**src/rtl/vpa_pkg.sv**
```systemverilog
// shared widths, event and action codes and control structs of the voice allocator
package vpa_pkg;

	localparam int NOTE_W      = 7;
	localparam int VEL_W       = 7;
	localparam int KIND_W      = 2;
	localparam int ACT_W       = 2;
	localparam int VOICE_OUT_W = 4;
	localparam int KEY_COUNT   = 128;
	localparam int IN_DATA_W   = 16;
	localparam int OUT_DATA_W  = 32;

	// event kinds carried on the input tuser
	localparam logic [KIND_W-1:0] KIND_NOTE_ON  = 2'd0;
	localparam logic [KIND_W-1:0] KIND_NOTE_OFF = 2'd1;
	localparam logic [KIND_W-1:0] KIND_ALL_OFF  = 2'd2;

	// result actions
	localparam logic [ACT_W-1:0] ACT_NONE    = 2'd0;
	localparam logic [ACT_W-1:0] ACT_START   = 2'd1;
	localparam logic [ACT_W-1:0] ACT_RELEASE = 2'd2;

	// command to the active list cells
	typedef struct packed {
		logic ins;
		logic rem;
	} act_cmd_t;

	// update to the key table
	typedef struct packed {
		logic              set;
		logic              clr_press;
		logic              unlink;
		logic [NOTE_W-1:0] unlink_note;
	} key_upd_t;

endpackage

```
**src/rtl/poly_voice_allocator_core.sv**
```systemverilog
// Polyphonic voice allocator: maps note events onto synth voices, stealing the oldest.
//
// Input stream (s_axis): one beat per event. tuser carries the event kind (note on,
// note off, all notes off), tdata carries note and velocity.
// Output stream (m_axis): one or more result beats per event, tlast on the final one.
// A note on or note off gives exactly one beat; all notes off gives one beat per
// active voice, newest first, or a single empty beat when nothing is playing.
// Timing: an accepted event first goes through the key table lookup, then its first
// result is loaded into the output register once that is free; further all-off results
// follow one by one. s_axis_tready returns the cycle after the last result is
// loaded, while that result may still wait in the output register.
// The active list is a row of NUM_VOICES cells that shift together on an insert
// at the front or a removal anywhere; the free voices sit in a shifting stack.
// Reset empties the active list, fills the free stack with voice 0 on top and clears
// all key bits at once; there is no clearing pass.
// When m_axis_tready is low the sequencer holds its event until the output register
// frees up; no result is dropped.
module poly_voice_allocator_core
	import vpa_pkg::*;
#(
	parameter int NUM_VOICES = 16
) (
	input  logic                  clk,
	input  logic                  arst_n,
	input  logic                  s_axis_tvalid,
	output logic                  s_axis_tready,
	input  logic [IN_DATA_W-1:0]  s_axis_tdata,  // note[6:0], velocity[13:7]
	input  logic [KIND_W-1:0]     s_axis_tuser,  // kind[1:0]
	output logic                  m_axis_tvalid,
	input  logic                  m_axis_tready,
	// action[1:0], voice[5:2], voice_note[12:6], voice_velocity[19:13],
	// reused[20], stolen[21], stolen_note[28:22]
	output logic [OUT_DATA_W-1:0] m_axis_tdata,
	output logic                  m_axis_tlast
);

	localparam int VW = (NUM_VOICES > 1) ? $clog2(NUM_VOICES) : 1;

	typedef enum logic [1:0] {
		ST_IDLE,
		ST_EXEC,
		ST_ALL
	} state_t;

	state_t                state_q;
	logic [KIND_W-1:0]     kind_q;
	logic [NOTE_W-1:0]     note_q;
	logic [VEL_W-1:0]      vel_q;
	logic                  out_valid_q;
	logic                  out_last_q;
	logic [OUT_DATA_W-1:0] out_data_q;

	logic [VW-1:0]     c_voice [NUM_VOICES+1];
	logic [NOTE_W-1:0] c_note  [NUM_VOICES+1];
	logic [NUM_VOICES:0] c_valid;
	logic [NUM_VOICES:0] found;

	act_cmd_t      cmd;
	key_upd_t      kupd;
	logic [VW-1:0] target;
	logic [VW-1:0] new_voice;
	logic [VW-1:0] set_voice;
	logic [VW-1:0] key_voice;
	logic [VW-1:0] free_top;
	logic          free_empty;
	logic          key_linked;
	logic          key_pressed;
	logic          push;
	logic          pop;
	logic          accept;

	logic slot_free, is_on, is_off, is_all, all_start, do_exec, do_all;
	logic steal, on_new, off_rel, load_out;

	logic [ACT_W-1:0]       res_action;
	logic [VOICE_OUT_W-1:0] res_voice;
	logic [NOTE_W-1:0]      res_vnote;
	logic [VEL_W-1:0]       res_vel;
	logic                   res_reused;
	logic                   res_stolen;
	logic [NOTE_W-1:0]      res_snote;
	logic                   res_last;
	logic [OUT_DATA_W-1:0]  res_data;

	assign s_axis_tready = (state_q == ST_IDLE);
	assign accept        = s_axis_tvalid && s_axis_tready;

	// entry past the last cell reads as empty
	assign c_voice[NUM_VOICES] = '0;
	assign c_note[NUM_VOICES]  = '0;
	assign c_valid[NUM_VOICES] = 1'b0;
	assign found[0]            = 1'b0;

	for (genvar i = 0; i < NUM_VOICES; i++) begin : g_cell
		logic [VW-1:0]     p_voice;
		logic [NOTE_W-1:0] p_note;
		logic              p_valid;
		if (i == 0) begin : g_front
			assign p_voice = new_voice;
			assign p_note  = note_q;
			assign p_valid = 1'b1;
		end else begin : g_inner
			assign p_voice = c_voice[i-1];
			assign p_note  = c_note[i-1];
			assign p_valid = c_valid[i-1];
		end
		vpa_cell #(
			.VW(VW)
		) u_cell (
			.clk       (clk),
			.arst_n    (arst_n),
			.cmd       (cmd),
			.target    (target),
			.prev_voice(p_voice),
			.prev_note (p_note),
			.prev_valid(p_valid),
			.next_voice(c_voice[i+1]),
			.next_note (c_note[i+1]),
			.next_valid(c_valid[i+1]),
			.found_in  (found[i]),
			.found_out (found[i+1]),
			.voice     (c_voice[i]),
			.note      (c_note[i]),
			.valid     (c_valid[i])
		);
	end

	vpa_free #(
		.NUM_VOICES(NUM_VOICES),
		.VW        (VW)
	) u_free (
		.clk       (clk),
		.arst_n    (arst_n),
		.push      (push),
		.pop       (pop),
		.push_voice(target),
		.top_voice (free_top),
		.empty     (free_empty)
	);

	vpa_keys #(
		.VW(VW)
	) u_keys (
		.clk      (clk),
		.arst_n   (arst_n),
		.rd_en    (accept),
		.rd_note  (s_axis_tdata[NOTE_W-1:0]),
		.rd_voice (key_voice),
		.look_note(note_q),
		.linked   (key_linked),
		.pressed  (key_pressed),
		.upd      (kupd),
		.set_voice(set_voice)
	);

	always_comb begin
		slot_free = !out_valid_q || m_axis_tready;
		is_on     = (kind_q == KIND_NOTE_ON);
		is_off    = (kind_q == KIND_NOTE_OFF);
		is_all    = (kind_q == KIND_ALL_OFF);
		all_start = (state_q == ST_EXEC) && is_all && c_valid[0];
		do_exec   = (state_q == ST_EXEC) && slot_free && !all_start;
		do_all    = (state_q == ST_ALL) && slot_free;
		on_new    = is_on && !key_linked;
		// no free voice: the oldest cell drops off the end and its voice goes to the front
		steal     = on_new && free_empty;
		off_rel   = is_off && key_pressed && key_linked;
		new_voice = steal ? c_voice[NUM_VOICES-1] : free_top;
		set_voice = key_linked ? key_voice : new_voice;
		target    = (state_q == ST_ALL) ? c_voice[0] : key_voice;

		cmd.ins = do_exec && on_new;
		cmd.rem = (do_exec && off_rel) || do_all;
		push    = cmd.rem && found[NUM_VOICES];
		pop     = do_exec && on_new && !steal;

		kupd.set         = do_exec && is_on;
		kupd.clr_press   = do_exec && is_off;
		kupd.unlink      = (do_exec && steal) || push;
		kupd.unlink_note = steal ? c_note[NUM_VOICES-1] :
			((state_q == ST_ALL) ? c_note[0] : note_q);

		res_action = ACT_NONE;
		res_voice  = '0;
		res_vnote  = '0;
		res_vel    = '0;
		res_reused = 1'b0;
		res_stolen = 1'b0;
		res_snote  = '0;
		res_last   = 1'b1;
		if (state_q == ST_ALL) begin
			res_action = ACT_RELEASE;
			res_voice  = VOICE_OUT_W'(c_voice[0]);
			res_vnote  = c_note[0];
			res_last   = !c_valid[1];
		end else if (is_on) begin
			res_action = ACT_START;
			res_voice  = VOICE_OUT_W'(set_voice);
			res_vnote  = note_q;
			res_vel    = vel_q;
			res_reused = key_linked;
			res_stolen = steal;
			res_snote  = steal ? c_note[NUM_VOICES-1] : '0;
		end else if (off_rel) begin
			res_action = ACT_RELEASE;
			res_voice  = VOICE_OUT_W'(key_voice);
			res_vnote  = note_q;
		end
		res_data = {3'b000, res_snote, res_stolen, res_reused, res_vel, res_vnote,
			res_voice, res_action};
		load_out = do_exec || do_all;
	end

	always_ff @(posedge clk or negedge arst_n) begin
		if (!arst_n) begin
			state_q     <= ST_IDLE;
			kind_q      <= '0;
			note_q      <= '0;
			vel_q       <= '0;
			out_valid_q <= 1'b0;
			out_last_q  <= 1'b0;
			out_data_q  <= '0;
		end else begin
			if (load_out) begin
				out_valid_q <= 1'b1;
				out_last_q  <= res_last;
				out_data_q  <= res_data;
			end else if (m_axis_tready) begin
				out_valid_q <= 1'b0;
			end
			case (state_q)
				ST_IDLE: begin
					if (accept) begin
						kind_q  <= s_axis_tuser;
						note_q  <= s_axis_tdata[NOTE_W-1:0];
						vel_q   <= s_axis_tdata[NOTE_W+VEL_W-1:NOTE_W];
						state_q <= ST_EXEC;
					end
				end
				ST_EXEC: begin
					if (all_start) begin
						state_q <= ST_ALL;
					end else if (do_exec) begin
						state_q <= ST_IDLE;
					end
				end
				ST_ALL: begin
					if (do_all && res_last) begin
						state_q <= ST_IDLE;
					end
				end
				default: begin
					state_q <= ST_IDLE;
				end
			endcase
		end
	end

	assign m_axis_tvalid = out_valid_q;
	assign m_axis_tdata  = out_data_q;
	assign m_axis_tlast  = out_last_q;

endmodule

```
**src/rtl/vpa_cell.sv**
```systemverilog
// one entry of the recency-ordered active voice list
module vpa_cell
	import vpa_pkg::*;
#(
	parameter int VW = 4
) (
	input  logic              clk,
	input  logic              arst_n,
	input  act_cmd_t          cmd,
	input  logic [VW-1:0]     target,
	input  logic [VW-1:0]     prev_voice,
	input  logic [NOTE_W-1:0] prev_note,
	input  logic              prev_valid,
	input  logic [VW-1:0]     next_voice,
	input  logic [NOTE_W-1:0] next_note,
	input  logic              next_valid,
	input  logic              found_in,
	output logic              found_out,
	output logic [VW-1:0]     voice,
	output logic [NOTE_W-1:0] note,
	output logic              valid
);

	logic [VW-1:0]     voice_q;
	logic [NOTE_W-1:0] note_q;
	logic              valid_q;
	logic              take_next;

	// once the removed voice is seen, this cell and all behind it pull from the next one
	assign found_out = found_in | (valid_q && (voice_q == target));
	assign take_next = cmd.rem && found_out;

	always_ff @(posedge clk or negedge arst_n) begin
		if (!arst_n) begin
			valid_q <= 1'b0;
		end else if (take_next) begin
			valid_q <= next_valid;
		end else if (cmd.ins) begin
			valid_q <= prev_valid;
		end
	end

	always_ff @(posedge clk) begin
		if (take_next) begin
			voice_q <= next_voice;
			note_q  <= next_note;
		end else if (cmd.ins) begin
			voice_q <= prev_voice;
			note_q  <= prev_note;
		end
	end

	assign voice = voice_q;
	assign note  = note_q;
	assign valid = valid_q;

endmodule

```
**src/rtl/vpa_free.sv**
```systemverilog
// free voice stack as a shifting row of registers, top at entry zero
module vpa_free
	import vpa_pkg::*;
#(
	parameter int NUM_VOICES = 16,
	parameter int VW         = 4
) (
	input  logic          clk,
	input  logic          arst_n,
	input  logic          push,
	input  logic          pop,
	input  logic [VW-1:0] push_voice,
	output logic [VW-1:0] top_voice,
	output logic          empty
);

	localparam int CW = $clog2(NUM_VOICES + 1);

	logic [VW-1:0] stk_q [NUM_VOICES];
	logic [CW-1:0] count_q;
	logic          do_push;
	logic          do_pop;

	assign empty     = (count_q == '0);
	assign top_voice = stk_q[0];
	assign do_push   = push && (count_q != CW'(NUM_VOICES));
	assign do_pop    = pop && !empty;

	always_ff @(posedge clk or negedge arst_n) begin
		if (!arst_n) begin
			count_q <= CW'(NUM_VOICES);
			for (int i = 0; i < NUM_VOICES; i++) begin
				stk_q[i] <= VW'(i);
			end
		end else if (do_push) begin
			count_q  <= count_q + 1'b1;
			stk_q[0] <= push_voice;
			for (int i = 1; i < NUM_VOICES; i++) begin
				stk_q[i] <= stk_q[i-1];
			end
		end else if (do_pop) begin
			count_q <= count_q - 1'b1;
			for (int i = 0; i < NUM_VOICES - 1; i++) begin
				stk_q[i] <= stk_q[i+1];
			end
			stk_q[NUM_VOICES-1] <= '0;
		end
	end

endmodule

```
**src/rtl/vpa_keys.sv**
```systemverilog
// per-key table: owning voice in a memory, linked and pressed bits in flops
module vpa_keys
	import vpa_pkg::*;
#(
	parameter int VW = 4
) (
	input  logic              clk,
	input  logic              arst_n,
	input  logic              rd_en,
	input  logic [NOTE_W-1:0] rd_note,
	output logic [VW-1:0]     rd_voice,
	input  logic [NOTE_W-1:0] look_note,
	output logic              linked,
	output logic              pressed,
	input  key_upd_t          upd,
	input  logic [VW-1:0]     set_voice
);

	logic [VW-1:0]        voice_mem [KEY_COUNT];
	logic [VW-1:0]        rd_voice_q;
	logic [KEY_COUNT-1:0] linked_q;
	logic [KEY_COUNT-1:0] linked_d;
	logic [KEY_COUNT-1:0] pressed_q;

	always_ff @(posedge clk) begin
		if (upd.set) begin
			voice_mem[look_note] <= set_voice;
		end
		if (rd_en) begin
			rd_voice_q <= voice_mem[rd_note];
		end
	end

	// a new link on the looked-up key wins over an unlink in the same cycle
	always_comb begin
		linked_d = linked_q;
		if (upd.unlink) begin
			linked_d[upd.unlink_note] = 1'b0;
		end
		if (upd.set) begin
			linked_d[look_note] = 1'b1;
		end
	end

	always_ff @(posedge clk or negedge arst_n) begin
		if (!arst_n) begin
			linked_q  <= '0;
			pressed_q <= '0;
		end else begin
			linked_q <= linked_d;
			if (upd.set) begin
				pressed_q[look_note] <= 1'b1;
			end else if (upd.clr_press) begin
				pressed_q[look_note] <= 1'b0;
			end
		end
	end

	assign rd_voice = rd_voice_q;
	assign linked   = linked_q[look_note];
	assign pressed  = pressed_q[look_note];

endmodule

```
**config.mk**
```make
export PLATFORM = sky130hd
export DESIGN_NAME = poly_voice_allocator_core
export DESIGN_NICKNAME = d
export VERILOG_FILES = /design/src/rtl/vpa_pkg.sv /design/src/rtl/poly_voice_allocator_core.sv /design/src/rtl/vpa_cell.sv /design/src/rtl/vpa_free.sv /design/src/rtl/vpa_keys.sv
export SDC_FILE = /design/constraint.sdc
export NUM_CORES = 2
export LEC_CHECK = 0
export BUFFER_PORTS_ARGS = -buffer_cell sky130_fd_sc_hd__buf_4
export CAP_MARGIN = 20
export CELL_PAD_IN_SITES_DETAIL_PLACEMENT = 1
export CELL_PAD_IN_SITES_GLOBAL_PLACEMENT = 2
export CORE_MARGIN = 10
export CORE_UTILIZATION = 40
export DETAILED_ROUTE_END_ITERATION = 16
export HOLD_SLACK_MARGIN = 0.03
export PLACE_DENSITY = 0.69
export SKIP_LAST_GASP = 1
export SYNTH_ARGS = -nofsm -noshare
export SYNTH_HDL_FRONTEND = slang
export SYNTH_SLANG_ARGS = --single-unit
```
**constraint.sdc**
```tcl
create_clock -name clk -period 22.6 [get_ports clk]
set_input_delay 4.52 -clock clk [delete_from_list [all_inputs] [get_ports clk]]
set_output_delay 4.52 -clock clk [all_outputs]
set_load 0.01 [all_outputs]
```
==> metrics.md <==
| Metric | Value |
|---|---|
| Post-route setup TNS | `0 ns` |
| Warnings from Yosys | `0` |
| Post-synth top cells | `681 x edfxtp_1, 406 x nand2_1, 357 x dfrtp_1` |
| Routability congestion estimate | `approximately 0.85` |
| # resized after CTS | `0` |
| Fillers | `12100` |
| Synth top area cells | `edfxtp_1 42%, dfrtp_1 18%, mux4_2 9.0%` |
| First-pass GRT wire length | `221000 µm` |
| Hold Path Depth | `2` |
| TritonCTS buffer count | `116` |
| Status | `completed` |
| Startpoint types | `input port` |
| DR iter-0 viols | `2303` |
| GRT Resource Usage Total | `21.3%` |
| Dominant cell type by area after synthesis | `edfxtp_1` |
| Die Wd | `368 µm` |
| Max Clock Freq | `119 MHz` |
| Mapped Avg Cell Area | `13.7 µm²` |
| Via count | `30800` |
| Starting Density | `40.4%` |
| Worst reg-to-reg path cell count | `10` |
| Clock insertion delay at the later pin of the skew report | `just over 0.7 ns` |
| Clock buffer depth | `3` |
| Synth Cell Area | `48500 µm²` |
| Syn-to-layout area delta | `12.8%` |
| CP arrival | `just under 9 ns` |
| Most numerous cell in the Yosys netlist | `edfxtp_1` |
| DP Cell Count | `5045` |
| Final antenna-violating net count | `0` |
| Die area | `136000 µm²` |
| Number of global-route vias before repair | `around 33000` |
| Largest net degree at the start of global routing | `100` |
| Drt total wl | `147000 µm` |
| EDFF count, synth | `681` |
| Number of max-cap violations | `0` |
| Slew margin rel. | `22.3%` |
| DPL Wire Length | `just under 100000 µm` |
| Hold Fails Final Rpt | `0` |
| Slew @ Worst Pin | `1.16 ns` |
| Non-Filler Instances | `5270` |
| Library cells used by synthesis | `92` |
| IR drop worst, VDD | `0.121 mV` |
| Main flop type after synthesis | `edfxtp_1` |
| Pleak | `20.6 nW` |
| CTS tree | `yes` |
| Vias/cell | `between 5 and 6` |
| Post-synth ARST share | `36.0%` |
| Hold Path Class | `reg2reg` |
| CTS Sinks | `1082` |
| Final Skew | `0.0295 ns` |
| CTS H-Tree Depth | `3` |
| Remaining DRCs | `0` |
| RSZ-0062 raised after global routing | `no` |
| Routed WL per cell | `27.9 µm` |
| Clk root buf | `clkbuf_16` |
| Post-CTS Setup Bufs | `0` |
| Clock period minus worst slack | `roughly 8.4 ns` |
| Core Region | `roughly 120000 µm²` |
| Nets@finish | `around 3600` |
| Crit path max fanout | `53` |
| Die height | `about 370 µm` |
| Crit path kind | `in2reg` |
| I/O Pins | `57` |
| Initial antenna violation count | `4` |
| Cells after synthesis | `around 3500` |
| Seq/Total Area, Yosys | `between 60% and 70%` |
| Clock transition at path regs | `~0.06 ns` |
| Layout cell share with drive strength beyond 1 | `20.8%` |
| #FFs+latches synth | `1082` |
| Fin. max-slew vios | `0` |
| Gr ovfl total | `0` |
| Setup crit end kind | `register` |
| Final setup vio count | `0` |
| Power per cell area | `128 nW/µm²` |
| Post-CTS Hold Buffers | `0` |
| Num rows | `127` |
| IO Port Bufs | `about 50` |
| Post-route clock period utilization | `37.0%` |
| Synth top area share | `42.1%` |
| Drt pass-1 iters | `5` |
| Critical Path RT | `23.05 ns` |
## power by group
group          switching (mW)  total (mW)  internal (mW)
clock                   0.808        2.05           1.24
sequential              0.284        3.01           2.73
combinational            1.36        1.92          0.563
total                    2.45        6.98           4.53
## per-stage QoR
step           utilization [%]  worst slack, ns  total power [mW]  hold slack [ns]  area, µm²
2_1_floorplan                -            14.32              4.21            0.453      48500
3_3_place_gp              42.0            13.40              4.85            0.459      50500
3_5_place_dp              42.0            13.38              4.96            0.469      50500
4_1_cts                   45.4            14.15              7.03            0.478      54700
5_1_grt                   45.5            13.92              7.30            0.502      54700
6_report                  45.5            14.23              6.98            0.471      54700
## kinds of logic (layout without fill, tap and decap cells)
| group | Yosys count | count (layout) | share of synthesized area [%] |
|---|---|---|---|
| AOI/OAI and AO/OA | 680 | 680 | 9.41 |
| buffers and inverters | 399 | 506 | 3.56 |
| and+or+nand+nor | 852 | 852 | 7.77 |
| muxes | 454 | 454 | 15.0 |
| DFF | 1082 | 1082 | 62.8 |
| xor gates and xnor gates | 74 | 74 | 1.34 |
| other | 1 | 5 | 0.00773 |
| adders and majority gates | 5 | 5 | 0.144 |
## area by class of cell
| class | count | area (µm²) | area share, % |
|---|---|---|---|
| multi-input cells | 2068 | 16500 | 30.1 |
| inverters | 159 | 597 | 1.09 |
| repair buffers | 128 | 1050 | 1.92 |
| diodes | 2 | 5.00 | 0.00914 |
| well taps | 1612 | 2020 | 3.68 |
| clock inverters | 67 | 926 | 1.69 |
| flip-flops and latches | 1082 | 30500 | 55.7 |
| clock buffers | 152 | 3190 | 5.83 |
## routing by layer
layer / global-route usage (%) / share of wire [%]
met1: 28.1 / 43
met2: 35.7 / 49
met3: 3.46 / 4.8
met4: 7.25 / 3.5
met5: 0 / 0.035
## path summary, 6_finish.rpt
path	from	slack [ns]	to
min	u_free.stk_q[1]	0.47	u_free.stk_q[1]
max in group asynchronous	arst_n	16.46	g_cell[0].p_note[1]
max reg2reg	g_cell[0].p_note[0]	15.55	u_keys.linked_q[124]
max	s_axis_tdata[0]	14.23	u_keys.rd_voice[1]
min reg2reg	u_free.stk_q[1]	0.47	u_free.stk_q[1]
min in group asynchronous	arst_n	3.85	u_free.stk_q[36]
## layout by cell type (no fill, tap or decap), types with 15 or more instances in the layout
cell type  netlist  layout
dfrtp_1        357     353
bufinv_16        0      22
o31ai_1        120     120
mux2i_1         43      43
xnor2_1         42      42
xor2_1          32      32
clkbuf_16        0     118
a21oi_1         39      38
o21ai_1         20      20
mux4_2         194     194
a31oi_1        178     178
mux2_2         162     162
nor3_1          66      64
nand2_1        406     406
mux2_1          52      52
edfxtp_1       681     681
o21ai_0        183     179
dfstp_2         33      33
inv_1          158     158
clkinv_2         0      22
buf_4           16     119
a22o_1          15      15
nand3_1         55      54
clkbuf_1       134      23
nor2_1         199     195
nand2b_1        20      19
o221ai_1        23      23
nor2b_1         20      18
## worst max-delay path, stage by stage
cell	delay, ns
clkbuf_8	0.51
buf_4	0.68
buf_4	0.82
mux4_2	0.66
mux4_2	0.52
mux4_2	0.59
mux2_2	0.36
(Power assumes the default switching activity.)
